[config.mk]
export PLATFORM = sky130hd
export DESIGN_NAME = infix_calculator_evaluator
export DESIGN_NICKNAME = d
export VERILOG_FILES = /design/src/rtl/icalc_pkg.sv /design/src/rtl/icalc_muldiv.sv /design/src/rtl/infix_calculator_evaluator.sv
export SDC_FILE = /design/constraint.sdc
export NUM_CORES = 2
export LEC_CHECK = 0
export BUFFER_PORTS_ARGS = -buffer_cell sky130_fd_sc_hd__buf_4
export CAP_MARGIN = 0
export CORE_AREA = 8 8 469 471
export CTS_BUF_LIST = sky130_fd_sc_hd__clkbuf_2 sky130_fd_sc_hd__clkbuf_4 sky130_fd_sc_hd__clkbuf_8
export DETAILED_ROUTE_END_ITERATION = 7
export DIE_AREA = 0 0 477 479
export PLACE_DENSITY = 0.45
export SYNTH_ARGS = -nofsm -noshare
export SYNTH_HDL_FRONTEND = slang
export SYNTH_SLANG_ARGS = --single-unit
[constraint.sdc]
create_clock -name aclk -period 7.3 [get_ports aclk]
set_clock_uncertainty 0.2 [all_clocks]
set_input_delay 0.365 -clock aclk [delete_from_list [all_inputs] [get_ports aclk]]
set_output_delay 0.365 -clock aclk [all_outputs]
set_load 0.005 [all_outputs]
[src/rtl/icalc_pkg.sv]
`timescale 1ns / 1ps
// ============================================================================
// icalc_pkg
// Types, character codes and constant tables for the infix calculator.
// ============================================================================
package icalc_pkg;

    localparam logic [63:0] SMAX = 64'h7FFF_FFFF_FFFF_FFFF;
    localparam logic [63:0] SMIN = 64'h8000_0000_0000_0000;

    localparam logic [7:0] CH_DOT   = 8'h2E;
    localparam logic [7:0] CH_PCT   = 8'h25;
    localparam logic [7:0] CH_PLUS  = 8'h2B;
    localparam logic [7:0] CH_MINUS = 8'h2D;
    localparam logic [7:0] CH_TIMES = 8'h78;
    localparam logic [7:0] CH_ZERO  = 8'h30;
    localparam logic [7:0] CH_NINE  = 8'h39;

    typedef enum logic [1:0] {
        OP_PLUS   = 2'd0,
        OP_MINUS  = 2'd1,
        OP_TIMES  = 2'd2,
        OP_DIVIDE = 2'd3
    } op_t;

    typedef enum logic [1:0] {
        K_FRAC  = 2'd0,
        K_PCT   = 2'd1,
        K_FXMUL = 2'd2,
        K_FXDIV = 2'd3
    } kind_t;

    // start request to the serial multiply/divide unit
    typedef struct packed {
        logic start;
        logic is_mul;
        logic fx;      // fixed-point divide: extra fraction steps and rounding
    } md_ctl_t;

    typedef struct packed {
        logic busy;
        logic done;
        logic ovf;
    } md_stat_t;

    typedef struct packed {
        logic [63:0] sum;
        logic        ovf;
    } sadd_t;

    typedef logic [63:0] p10_tab_t [16];

    function automatic p10_tab_t pow10_table();
        p10_tab_t t;
        t[0] = 64'd1;
        for (int i = 1; i < 16; i++) begin
            t[i] = t[i-1] * 64'd10;
        end
        return t;
    endfunction

    localparam p10_tab_t POW10 = pow10_table();

    function automatic sadd_t sat_add(logic [63:0] a, logic [63:0] b);
        sadd_t       r;
        logic [63:0] s;
        s = a + b;
        r.sum = s;
        r.ovf = 1'b0;
        if (a[63] == b[63] && s[63] != a[63]) begin
            r.ovf = 1'b1;
            r.sum = a[63] ? SMIN : SMAX;
        end
        return r;
    endfunction

endpackage

[src/rtl/icalc_muldiv.sv]
`timescale 1ns / 1ps
// ============================================================================
// icalc_muldiv
// Bit-serial unsigned multiply / restoring divide with rounding and signed
// saturation of the result.
// ============================================================================
module icalc_muldiv import icalc_pkg::*; #(
    parameter int FRAC_BITS = 32
) (
    input  logic        aclk,
    input  logic        aresetn,
    input  md_ctl_t     ctl,
    input  logic [63:0] a_in,     // multiplicand or divisor
    input  logic [63:0] b_in,     // multiplier or dividend
    input  logic        neg_in,
    output md_stat_t    stat,
    output logic [63:0] result
);

    localparam int DIV_FX_ITER = 64 + FRAC_BITS;
    localparam int CNT_W       = $clog2(DIV_FX_ITER);

    logic             busy_reg, busy_next;
    logic             fin_reg, fin_next;
    logic             done_reg, done_next;
    logic             is_mul_reg, is_mul_next;
    logic             fx_reg, fx_next;
    logic             neg_reg, neg_next;
    logic [CNT_W-1:0] cnt_reg, cnt_next;
    logic [63:0]      a_reg, a_next;
    logic [63:0]      acc_reg, acc_next;
    logic [63:0]      lo_reg, lo_next;
    logic [63:0]      q_reg, q_next;
    logic             sticky_reg, sticky_next;
    logic [63:0]      res_reg, res_next;
    logic             ovf_reg, ovf_next;

    logic [64:0]  msum;
    logic [64:0]  rem_s;
    logic         ge;
    logic [127:0] prod_r;
    logic [127:0] prod_q;
    logic [64:0]  qsum;
    logic         rnd;
    logic         hi_nz;
    logic [63:0]  mag;

    always_comb begin
        busy_next   = busy_reg;
        fin_next    = 1'b0;
        done_next   = 1'b0;
        is_mul_next = is_mul_reg;
        fx_next     = fx_reg;
        neg_next    = neg_reg;
        cnt_next    = cnt_reg;
        a_next      = a_reg;
        acc_next    = acc_reg;
        lo_next     = lo_reg;
        q_next      = q_reg;
        sticky_next = sticky_reg;
        res_next    = res_reg;
        ovf_next    = ovf_reg;

        msum  = {1'b0, acc_reg} + (lo_reg[0] ? {1'b0, a_reg} : 65'd0);
        rem_s = {acc_reg, lo_reg[63]};
        ge    = rem_s >= {1'b0, a_reg};

        prod_r = {acc_reg, lo_reg} + (128'd1 << (FRAC_BITS - 1));
        prod_q = prod_r >> FRAC_BITS;
        rnd    = fx_reg && ({acc_reg, 1'b0} >= {1'b0, a_reg});
        qsum   = {1'b0, q_reg} + {64'd0, rnd};

        if (is_mul_reg) begin
            hi_nz = |prod_q[127:64];
            mag   = prod_q[63:0];
        end else begin
            hi_nz = sticky_reg | qsum[64];
            mag   = qsum[63:0];
        end

        if (ctl.start) begin
            busy_next   = 1'b1;
            is_mul_next = ctl.is_mul;
            fx_next     = ctl.fx;
            neg_next    = neg_in;
            a_next      = a_in;
            acc_next    = '0;
            lo_next     = b_in;
            q_next      = '0;
            sticky_next = 1'b0;
            cnt_next    = (!ctl.is_mul && ctl.fx) ? CNT_W'(DIV_FX_ITER - 1) : CNT_W'(63);
        end else if (busy_reg && !fin_reg) begin
            if (is_mul_reg) begin
                acc_next = msum[64:1];
                lo_next  = {msum[0], lo_reg[63:1]};
            end else begin
                acc_next    = ge ? 64'(rem_s - {1'b0, a_reg}) : rem_s[63:0];
                lo_next     = {lo_reg[62:0], 1'b0};
                sticky_next = sticky_reg | q_reg[63];
                q_next      = {q_reg[62:0], ge};
            end
            if (cnt_reg == '0) begin
                fin_next = 1'b1;
            end else begin
                cnt_next = cnt_reg - 1'b1;
            end
        end else if (fin_reg) begin
            // sign and saturation
            busy_next = 1'b0;
            done_next = 1'b1;
            ovf_next  = 1'b0;
            if (neg_reg) begin
                if (hi_nz || mag > SMIN) begin
                    res_next = SMIN;
                    ovf_next = 1'b1;
                end else begin
                    res_next = 64'd0 - mag;
                end
            end else begin
                if (hi_nz || mag > SMAX) begin
                    res_next = SMAX;
                    ovf_next = 1'b1;
                end else begin
                    res_next = mag;
                end
            end
        end
    end

    always_ff @(posedge aclk) begin
        if (!aresetn) begin
            busy_reg <= 1'b0;
            fin_reg  <= 1'b0;
            done_reg <= 1'b0;
        end else begin
            busy_reg <= busy_next;
            fin_reg  <= fin_next;
            done_reg <= done_next;
        end
        is_mul_reg <= is_mul_next;
        fx_reg     <= fx_next;
        neg_reg    <= neg_next;
        cnt_reg    <= cnt_next;
        a_reg      <= a_next;
        acc_reg    <= acc_next;
        lo_reg     <= lo_next;
        q_reg      <= q_next;
        sticky_reg <= sticky_next;
        res_reg    <= res_next;
        ovf_reg    <= ovf_next;
    end

    assign stat.busy = busy_reg;
    assign stat.done = done_reg;
    assign stat.ovf  = ovf_reg;
    assign result    = res_reg;

endmodule

[src/rtl/infix_calculator_evaluator.sv]
`timescale 1ns / 1ps
// ============================================================================
// infix_calculator_evaluator
// Two-precedence infix formula evaluator, signed fixed point results.
// ============================================================================
// Input channel (s_valid/s_ready): one formula character per item plus a
// last flag. Result channel (m_valid/m_ready): one item per formula, sent
// after the character flagged last: value, div-by-zero and overflow flags.
// Per input item: '.', integer digits, ignored digits and '+'/'-' ops need no
// arithmetic unit. A fraction digit or '%' runs an integer divide on the shared
// bit-serial multiply/divide unit, one bit a cycle; a pending 'x' runs a
// fixed-point multiply, a pending '/' a divide with FRAC_BITS extra bits. A
// last-flagged item also applies the pending op, then the final sum.
// s_ready is high only while the sequencer is idle. Results sit in an
// output register; the next formula is taken while a result waits, and the
// final sum step holds only if the previous result has not been taken.
// Reset (aresetn low, synchronous) clears the sum, term, typed number,
// flags and pending op (plus) and drops m_valid.
// ============================================================================
module infix_calculator_evaluator import icalc_pkg::*; #(
    parameter int FRAC_BITS       = 32,
    parameter int MAX_FRAC_DIGITS = 9
) (
    input  logic        aclk,
    input  logic        aresetn,
    input  logic        s_valid,
    output logic        s_ready,
    input  logic [7:0]  s_char_code,
    input  logic        s_last_char,
    output logic        m_valid,
    input  logic        m_ready,
    output logic [63:0] m_value,
    output logic        m_div_by_zero,
    output logic        m_overflow
);

    typedef enum logic [3:0] {
        S_IDLE  = 4'b0001,
        S_UNIT  = 4'b0010,
        S_APPLY = 4'b0100,
        S_SUM   = 4'b1000
    } state_t;

    state_t      state_reg, state_next;
    logic [63:0] sum_reg, sum_next;
    logic [63:0] term_reg, term_next;
    logic        present_reg, present_next;
    logic [63:0] typed_reg, typed_next;
    op_t         pend_reg, pend_next;
    op_t         newop_reg, newop_next;
    kind_t       kind_reg, kind_next;
    logic        last_reg, last_next;
    logic        frac_reg, frac_next;
    logic [3:0]  fcnt_reg, fcnt_next;
    logic        ovf_reg, ovf_next;
    logic        zdiv_reg, zdiv_next;

    logic        m_valid_reg, m_valid_next;
    logic [63:0] m_value_reg, m_value_next;
    logic        m_dz_reg, m_dz_next;
    logic        m_ovf_reg, m_ovf_next;

    md_ctl_t     md_ctl;
    md_stat_t    md_stat;
    logic [63:0] md_a, md_b, md_result;
    logic        md_neg;

    logic        is_digit;
    logic [3:0]  digit;
    logic [63:0] d_fix;
    logic [67:0] int_acc;
    logic [64:0] frac_acc;
    logic [63:0] base;
    logic [63:0] push_val;
    sadd_t       push_sum;
    sadd_t       fin_sum;

    icalc_muldiv #(
        .FRAC_BITS (FRAC_BITS)
    ) u_muldiv (
        .aclk    (aclk),
        .aresetn (aresetn),
        .ctl     (md_ctl),
        .a_in    (md_a),
        .b_in    (md_b),
        .neg_in  (md_neg),
        .stat    (md_stat),
        .result  (md_result)
    );

    assign is_digit = (s_char_code >= CH_ZERO) && (s_char_code <= CH_NINE);
    assign digit    = 4'(s_char_code - CH_ZERO);
    assign d_fix    = {60'd0, digit} << FRAC_BITS;
    // typed * 10 + digit, exact; saturates if above the signed max
    assign int_acc  = {1'b0, typed_reg, 3'b000} + {3'b000, typed_reg, 1'b0} + {4'd0, d_fix};
    assign frac_acc = {1'b0, typed_reg} + {1'b0, md_result};
    assign base     = present_reg ? term_reg : 64'd0;
    assign push_val = (pend_reg == OP_MINUS) ? 64'd0 - typed_reg : typed_reg;
    assign push_sum = sat_add(sum_reg, term_reg);
    assign fin_sum  = sat_add(sum_reg, base);

    always_comb begin
        state_next   = state_reg;
        sum_next     = sum_reg;
        term_next    = term_reg;
        present_next = present_reg;
        typed_next   = typed_reg;
        pend_next    = pend_reg;
        newop_next   = newop_reg;
        kind_next    = kind_reg;
        last_next    = last_reg;
        frac_next    = frac_reg;
        fcnt_next    = fcnt_reg;
        ovf_next     = ovf_reg;
        zdiv_next    = zdiv_reg;
        m_valid_next = m_valid_reg && !m_ready;
        m_value_next = m_value_reg;
        m_dz_next    = m_dz_reg;
        m_ovf_next   = m_ovf_reg;
        md_ctl       = '0;
        md_a         = '0;
        md_b         = '0;
        md_neg       = 1'b0;

        case (state_reg)
            S_IDLE: begin
                if (s_valid) begin
                    last_next  = s_last_char;
                    state_next = s_last_char ? S_APPLY : S_IDLE;
                    if (s_char_code == CH_DOT) begin
                        frac_next = 1'b1;
                        fcnt_next = '0;
                    end else if (is_digit) begin
                        if (!frac_reg) begin
                            if (int_acc > {4'd0, SMAX}) begin
                                typed_next = SMAX;
                                ovf_next   = 1'b1;
                            end else begin
                                typed_next = int_acc[63:0];
                            end
                        end else if (fcnt_reg < 4'(MAX_FRAC_DIGITS)) begin
                            // part = (d << F + 10^k / 2) / 10^k
                            fcnt_next  = fcnt_reg + 1'b1;
                            md_ctl     = '{start: 1'b1, is_mul: 1'b0, fx: 1'b0};
                            md_a       = POW10[fcnt_reg + 1'b1];
                            md_b       = d_fix + (POW10[fcnt_reg + 1'b1] >> 1);
                            kind_next  = K_FRAC;
                            state_next = S_UNIT;
                        end
                    end else if (s_char_code == CH_PCT) begin
                        md_ctl     = '{start: 1'b1, is_mul: 1'b0, fx: 1'b0};
                        md_a       = 64'd100;
                        md_b       = typed_reg + 64'd50;
                        kind_next  = K_PCT;
                        state_next = S_UNIT;
                    end else if (!s_last_char) begin
                        frac_next  = 1'b0;
                        fcnt_next  = '0;
                        state_next = S_APPLY;
                        case (s_char_code)
                            CH_PLUS:  newop_next = OP_PLUS;
                            CH_MINUS: newop_next = OP_MINUS;
                            CH_TIMES: newop_next = OP_TIMES;
                            default:  newop_next = OP_DIVIDE;
                        endcase
                    end
                end
            end

            S_UNIT: begin
                if (md_stat.done) begin
                    ovf_next = ovf_reg | md_stat.ovf;
                    case (kind_reg)
                        K_FRAC: begin
                            if (frac_acc > {1'b0, SMAX}) begin
                                typed_next = SMAX;
                                ovf_next   = 1'b1;
                            end else begin
                                typed_next = frac_acc[63:0];
                            end
                            state_next = last_reg ? S_APPLY : S_IDLE;
                        end
                        K_PCT: begin
                            typed_next = md_result;
                            state_next = last_reg ? S_APPLY : S_IDLE;
                        end
                        default: begin
                            term_next    = md_result;
                            present_next = 1'b1;
                            typed_next   = '0;
                            pend_next    = newop_reg;
                            state_next   = last_reg ? S_SUM : S_IDLE;
                        end
                    endcase
                end
            end

            S_APPLY: begin
                case (pend_reg)
                    OP_PLUS, OP_MINUS: begin
                        if (present_reg) begin
                            sum_next = push_sum.sum;
                            ovf_next = ovf_reg | push_sum.ovf;
                        end
                        term_next    = push_val;
                        present_next = 1'b1;
                        typed_next   = '0;
                        pend_next    = newop_reg;
                        state_next   = last_reg ? S_SUM : S_IDLE;
                    end
                    OP_TIMES: begin
                        md_ctl     = '{start: 1'b1, is_mul: 1'b1, fx: 1'b1};
                        md_a       = base[63] ? 64'd0 - base : base;
                        md_b       = typed_reg;
                        md_neg     = base[63];
                        kind_next  = K_FXMUL;
                        state_next = S_UNIT;
                    end
                    default: begin
                        if (typed_reg == '0) begin
                            zdiv_next  = 1'b1;
                            pend_next  = newop_reg;
                            state_next = last_reg ? S_SUM : S_IDLE;
                        end else begin
                            md_ctl     = '{start: 1'b1, is_mul: 1'b0, fx: 1'b1};
                            md_a       = typed_reg;
                            md_b       = base[63] ? 64'd0 - base : base;
                            md_neg     = base[63];
                            kind_next  = K_FXDIV;
                            state_next = S_UNIT;
                        end
                    end
                endcase
            end

            S_SUM: begin
                if (!m_valid_reg || m_ready) begin
                    m_valid_next = 1'b1;
                    m_value_next = zdiv_reg ? 64'd0 : fin_sum.sum;
                    m_dz_next    = zdiv_reg;
                    m_ovf_next   = ovf_reg | fin_sum.ovf;
                    sum_next     = '0;
                    term_next    = '0;
                    present_next = 1'b0;
                    typed_next   = '0;
                    pend_next    = OP_PLUS;
                    frac_next    = 1'b0;
                    fcnt_next    = '0;
                    ovf_next     = 1'b0;
                    zdiv_next    = 1'b0;
                    state_next   = S_IDLE;
                end
            end

            default: state_next = S_IDLE;
        endcase
    end

    always_ff @(posedge aclk) begin
        if (!aresetn) begin
            state_reg   <= S_IDLE;
            sum_reg     <= '0;
            term_reg    <= '0;
            present_reg <= 1'b0;
            typed_reg   <= '0;
            pend_reg    <= OP_PLUS;
            frac_reg    <= 1'b0;
            fcnt_reg    <= '0;
            ovf_reg     <= 1'b0;
            zdiv_reg    <= 1'b0;
            m_valid_reg <= 1'b0;
        end else begin
            state_reg   <= state_next;
            sum_reg     <= sum_next;
            term_reg    <= term_next;
            present_reg <= present_next;
            typed_reg   <= typed_next;
            pend_reg    <= pend_next;
            frac_reg    <= frac_next;
            fcnt_reg    <= fcnt_next;
            ovf_reg     <= ovf_next;
            zdiv_reg    <= zdiv_next;
            m_valid_reg <= m_valid_next;
        end
        newop_reg   <= newop_next;
        kind_reg    <= kind_next;
        last_reg    <= last_next;
        m_value_reg <= m_value_next;
        m_dz_reg    <= m_dz_next;
        m_ovf_reg   <= m_ovf_next;
    end

    assign s_ready       = (state_reg == S_IDLE);
    assign m_valid       = m_valid_reg;
    assign m_value       = m_value_reg;
    assign m_div_by_zero = m_dz_reg;
    assign m_overflow    = m_ovf_reg;

    // unit must be quiet whenever new characters are taken
    a_idle_unit: assert property (@(posedge aclk) disable iff (!aresetn)
        (state_reg == S_IDLE) |-> !md_stat.busy)
        else $error("muldiv busy while idle");

    a_done_in_unit: assert property (@(posedge aclk) disable iff (!aresetn)
        md_stat.done |-> (state_reg == S_UNIT))
        else $error("muldiv done outside wait state");

    a_dz_zero: assert property (@(posedge aclk) disable iff (!aresetn)
        (m_valid_reg && m_dz_reg) |-> (m_value_reg == '0))
        else $error("div-by-zero result not zero");

    a_fcnt_max: assert property (@(posedge aclk) disable iff (!aresetn)
        fcnt_reg <= 4'(MAX_FRAC_DIGITS))
        else $error("fraction digit count over limit");

endmodule

==> Word level (Yosys, flattened, before mapping) <==
Memory sizes are Yosys's and may differ from the RTL's.
Index checks and enable logic that the tools add are counted.
{ "totals": {"latchBits": 0, "wordCells": 311, "inputBits": 13, "romBits": 1024, "mem_bits_rw": 0, "out_inout_bits": 68, "mem_count": 1, "reg_bits": 613} }
{ "op_classes": {"n_mul": 0, "n_addsub": 17, "n_lt_le_gt_ge": 10, "reduce_logical": 48, "n_bitwise": 14, "div_mod_pow": 0, "eq_ne": 44, "shift": 0, "muxes": 146} }
{ "memory_table": {"columns": ["name", "depth", "word_bits", "read_ports", "rd_ports_with_merged_regs", "write_ports", "line", "text"], "rows": [
  ["(no name shown)", 16, 64, 1, 0, 0, "infix_calculator_evaluator.sv:146", "md_b = d_fix + (POW10[fcnt_reg + 1'b1] >> 1);"]
]} }
{ "op_table": {"columns": ["cell", "n"], "rows": [
  ["$mux 64", 43],
  ["$pmux 64 s2", 6],
  ["$pmux 64 s4", 1],
  ["$pmux 64 s3", 1],
  ["$sub 1x64->64 const A", 3],
  ["$add 64x64->65", 2],
  ["$ge 65x64->1", 2],
  ["$mux 65", 2],
  ["$add 128x32->128 const B", 1],
  ["$add 64x64->64", 2],
  ["$add 67x65->68", 1],
  ["$add 68x36->68", 1],
  ["$gt 68x63->1 const B", 1],
  ["$add 64x1->65", 1],
  ["$gt 65x63->1 const B", 1],
  ["$add 36x63->64", 1],
  ["$add 64x6->64 const B", 1],
  ["$gt 64x63->1 const B", 1],
  ["$gt 64x64->1 const B", 1],
  ["$logic_not 64->1", 1],
  ["$mux 4", 16],
  ["$sub 64x64->64", 1],
  ["$mux 3", 13],
  ["$mux 7", 5],
  ["other kinds (57)", 171]
]} }

==> Longest topological paths before layout <==
{ "logic_depth": {"ltp_word": 13, "mapped_depth": 28, "mapped_depth_nobuf": 25} }

==> By module <==
From an unflattened synthesis, not the netlist that was laid out.
{ "hier_totals": {"cells_unflattened": 8663, "area_unflattened_um2": 64835.9} }
{ "modules_own_cells": {"columns": ["mod", "cells_per_inst", "seq_area_each_um2", "instances", "area_each_um2"], "rows": [
  ["infix_calculator_evaluator", 4928, 6276.0, 1, 35706.7],
  ["icalc_muldiv", 3735, 8738.4, 1, 29129.2]
]} }

==> Worst setup path before layout <==
OpenSTA, ideal clock, no wires.
{ "synth_path": {"path_type": "flip-flop to flip-flop", "start": "register u_muldiv.acc_reg[46]", "end": "register u_muldiv.res_reg[58], in the netlist u_muldiv.result[58] (data pin)", "setup_time_ns": 0.281, "t_required_ns": 6.819, "stages_incl_launch_ff": 25, "t_arrival_ns": 5.525, "setup_slack_ns": 1.293, "period_less_slack_ns": 6.007, "path_buffers": 3, "path_cell_list": "dfxtp_1 ha_1 clkbuf_1 nand2_1 nor4_1 nand3_1 or2_2 o221ai_1 o21a_1 ha_1 ha_1 and4_1 clkbuf_1 nand4_1 or4b_2 and4_1 a21boi_0 and3_1 nand4_1 nor4_4 nand4_1 a21oi_2 nor2_1 buf_6 a311oi_2"} }
{ "synth_between": {"elab_chain_len": 8, "word_cells_on_any_way": 16, "classes_between": "add/sub: 3; order compare: 3; mux: 5; bitwise: 1; reduce/logical: 4"} }
{ "synth_lines": {"columns": ["element", "line", "text"], "rows": [
  ["start, declared", "icalc_muldiv.sv:31", "logic [63:0] acc_reg, acc_next;"],
  ["start signal, assigned", "icalc_muldiv.sv:145", "acc_reg <= acc_next;"],
  ["$ge 65x64->1", "icalc_muldiv.sv:70", "rnd = fx_reg && ({acc_reg, 1'b0} >= {1'b0, a_reg});"],
  ["$logic_and 1x1->1", "icalc_muldiv.sv:70", null],
  ["$add 64x1->65", "icalc_muldiv.sv:71", "qsum = {1'b0, q_reg} + {64'd0, rnd};"],
  ["$mux 64 / $or 1x1->1 (equally long branches)", "icalc_muldiv.sv:73, icalc_muldiv.sv:77", null],
  ["$gt 64x63->1, or another cell as far along", "icalc_muldiv.sv:120", "if (hi_nz || mag > SMAX) begin"],
  ["$logic_or 1x1->1, on equally long branches", "icalc_muldiv.sv:120, icalc_muldiv.sv:113", null],
  ["$mux 64, on equally long branches", "icalc_muldiv.sv:120, icalc_muldiv.sv:113", null],
  ["$mux 64 (*)", "icalc_muldiv.sv:112", "if (neg_reg) begin"],
  ["end signal, assigned", "icalc_muldiv.sv:149", "res_reg <= res_next;"],
  ["end, declared", "icalc_muldiv.sv:35", "logic [63:0] res_reg, res_next;"]
]} }
Every way passes the cells marked *; elsewhere a longest branch is shown, timed or not.
A chain may end at the register's enable or synchronous reset.

==> Worst setup path in the final report <==
{ "layout_path": {"start": "register u_muldiv.a_reg[47]", "end": "register u_muldiv.res_reg[3], in the netlist u_muldiv.result[3] (data pin)"} }
{ "layout_between": {"elab_chain_len": 8, "word_cells_on_any_way": 14, "classes_between": "add/sub: 2; order compare: 3; mux: 5; bitwise: 1; reduce/logical: 3"} }
{ "layout_lines": {"columns": ["element", "line", "text"], "rows": [
  ["start, declared", "icalc_muldiv.sv:30", "logic [63:0] a_reg, a_next;"],
  ["start signal, assigned", "icalc_muldiv.sv:144", "a_reg <= a_next;"],
  ["$ge 65x64->1 (*)", "icalc_muldiv.sv:70", null],
  ["$logic_and 1x1->1 (*)", "icalc_muldiv.sv:70", null],
  ["$add 64x1->65 (*)", "icalc_muldiv.sv:71", null],
  ["$mux 64 / $or 1x1->1 (equally long branches)", "icalc_muldiv.sv:73, icalc_muldiv.sv:77", null],
  ["$gt 64x63->1, or another cell as far along", "icalc_muldiv.sv:120", null],
  ["$logic_or 1x1->1, on equally long branches", "icalc_muldiv.sv:120, icalc_muldiv.sv:113", null],
  ["$mux 64, on equally long branches", "icalc_muldiv.sv:120, icalc_muldiv.sv:113", null],
  ["$mux 64 (*)", "icalc_muldiv.sv:112", null]
]} }
Marks and branches as above.

==> run_results.csv <==
group,metric,value,unit
run_status,outcome,"finished, final reports clean",
clock_tree,clk_pin_slew,0.06,ns
timing,setup_viol,0,
synthesis,syn_area,63330,um^2
synthesis,synth.net_count,8876,
global_route,grt_usage,25.19,%
synthesis,yosys_warnings,0,
route,wl_per_cell,26.91,um
die,core,212900,um^2
global_route,grt-ovfl-total,0,
timing,max_slew_margin,2.380,%
worst_setup_path,worst_ep_required_time,7.81,ns
clock_tree,worstSkewPairLatency,0.94,ns
synthesis,synth_top_flop_cell,"dfxtp_1",
worst_setup_path,worstPathMaxFanout,12,
clock_tree,cts.htree.levels,4,
synthesis,post-synth-top-area-cell,"edfxtp_1",
hold_path,holdCritPathClass,"in2reg",
timing,rsz0062_at_grt,"no",
worst_setup_path,r2r_cells,23,
finish,final_common_cell,"nand2_1",
place,place_congestion,0.9667,
worst_setup_path,cp-end-kind,"flop",
place,port_buffers,80,
clock_tree,cts_buffer_depth,3,
route,first_pass_iters,6,
synthesis,synth_cell_types,108,
clock_tree,cts_tree,"done",
route,routed_wl,304000,um
timing,max_slew.worst_pin.slew,1.444,ns
die,ios,81,
synthesis,synth-seq-area-share,23.71,%
global_route,grt_start_max_net_pins,131,
die,initial_core_util,29.75,%
timing,fin_setup_tns,0,ns
finish,nets,8818,
route,ant_nets,0,
die,rows,170,
finish,drive_gt1_share,9.240,%
global_route,antenna_found_initial,21,
power,peakVddDrop,0.1333,mV
synthesis,synthArstFlopShare,0,%
worst_setup_path,crit_type,"reg2reg",
route,drc_errors,0,
job,max_cap_violations,0,
power,power_leakage,0.02923,uW
timing,finalMaxSlewViolations,0,
timing,max_freq,146.0,MHz
synthesis,synth_edf_count,274,
synthesis,synth_cells,8388,
hold_path,whs_path_depth,2,
route,vias_per_cell,5.894,
worst_setup_path,worstPathArrival,7.35,ns
timing,setup_ws,0.4525,ns
finish,mostFrequentLayoutCells,"nand2_1 (954), a21oi_1 (802), nor2_1 (628)",
global_route,grt_pass1_vias,63060,
clock_tree,cts_buffers,138,
synthesis,synth_top_area_share,12.99,%
timing,min_period,6.847,ns
place,dpl.cell_count,11010,
place,preCtsSetupSlack,0.4608,ns
finish,final-instance-count-excl-fill,11290,
route,drtIter0Drc,6697,
timing,post-route-period-util,93.80,%
worst_setup_path,path_cells,"inv_1 -> ha_1 -> nand2_1 -> nor4_1 -> nand3_1 -> nor3_1 -> a221oi_1 -> o221ai_1 -> o21a_1 -> ha_1 -> nand3_4 -> or2_1 -> or4_1 -> o21a_1 -> a2111oi_2 -> o211ai_1 -> or2_4 -> nor4_4 -> nand4_1 -> a21oi_2 -> nor2_1 -> buf_4 -> nor4_1",
worst_setup_path,slowest_delay,0.52,ns
die,die-area,228500,um^2
clock_tree,cts_sinks,613,
finish,syn2layout_area_growth,11.71,%
worst_setup_path,critPathLaunchType,"flop",
die,dieWidth,477,um
timing,finalHoldViolCount,0,
die,die_h,479,um
synthesis,syn_avg_cell_area,7.551,um^2
synthesis,synth_area_leaders,"edfxtp_1 (13%), dfxtp_1 (11%), ha_1 (9.2%), a21oi_1 (6.4%), nand2_1 (5.7%)",
synthesis,synth-seq-cells,613,
global_route,grt_pass1_wl,439500,um
route,vias,66570,
power,p_per_area,194.1,nW/um^2
clock_tree,clockRootBuffer,"clkbuf_8",
worst_setup_path,worst_path_max_delay_cell,"or4_1",
place,dpl.hpwl,236300,um
## where the power goes
group | internal, uW | switching (uW)
logic | 1900 | 3410
registers | 3780 | 293
clock network | 2470 | 1890
## critical path, delay by kind of cell (launching register included)
family | cells | cell delay [ns]
AO/OA/AOI/OAI | 7 | 1.68
flip-flops | 1 | 0.34
AND/OR/NAND/NOR | 12 | 3.47
adder cells (fa/ha/maj) | 2 | 0.65
buffers and inverters | 2 | 0.28
## through the flow
| stage | power [uW] | instance area [um^2] | utilization, % | hold WS (ns) |
|---|---|---|---|---|
| after floorplan | 7471 | 63330 | - | 0.2064 |
| after global placement | 9325 | 67560 | 31.73 | 0.2567 |
| after detailed placement | 9319 | 67570 | 31.74 | 0.2593 |
| after CTS | 13790 | 70700 | 33.20 | 0.008342 |
| after global routing | 14450 | 70730 | 33.22 | 0.07500 |
| final | 13730 | 70750 | 33.23 | 0.1126 |
## path summary, 6_finish.rpt
check	from	to	slack, ns
max	u_muldiv.a_reg[47]$_SDFFCE_PP0P_	u_muldiv.result[3]$_DFFE_PP_	0.45
min	s_last_char	last_reg$_DFFE_PP_	0.11
max reg2reg	u_muldiv.a_reg[47]$_SDFFCE_PP0P_	u_muldiv.result[3]$_DFFE_PP_	0.45
min reg2reg	sum_reg[19]$_SDFFE_PN0P_	sum_reg[19]$_SDFFE_PN0P_	0.27
## cell usage after synthesis (103+ instances only)
library cell / number
dfxtp_1: 339
o21ai_0: 577
clkbuf_1: 494
xor2_1: 259
o211ai_1: 118
nand4_1: 149
a21o_1: 250
xnor2_1: 350
a21oi_1: 804
edfxtp_1: 274
a211oi_1: 121
a31oi_1: 103
nor3_1: 240
and2_1: 187
inv_1: 231
nor2_1: 633
nand2_1: 955
ha_1: 464
nand3_1: 222
## metal layers
layer  routed length, um  GRT usage, %  up-vias
met5                  63             0        -
met4               19590         14.06       10
met3               20950         4.277      610
met2              131100         38.78     2730
met1              132200         33.41    32240
li1                    -             -    30980
## kinds of logic after synthesis
kind of cell | count (synthesis) | share of synthesized area [%]
AND/OR/NAND/NOR | 2957 | 22.83
AO/OA/AOI/OAI | 2807 | 28.69
buffers and inverters | 813 | 4.994
flip-flops | 613 | 23.71
XOR/XNOR | 609 | 8.422
adder cells (fa/ha/maj) | 475 | 9.514
multiplexers | 114 | 1.843
## cell type report
cell class                      count  area [um^2]
Multi-Input combinational cell   6962        45310
Clock inverter                     35        285.3
Antenna cell                       14        35.03
Inverter                          238        902.1
Tap cell                         2838         3551
Clock buffer                      217         2680
Timing Repair Buffer              377         2959
Sequential cell                   613        15020
Fill cell                       22780       142200
## repair_timing
action                                 in CTS  in global routing
endpoints found under the hold margin     126                  0
resized for setup                           0                  3
setup buffers                               0                  0
setup endpoints to repair                   0                  7
hold buffers                               16                  0
No activity file was read; power rests on OpenSTA's default activity.
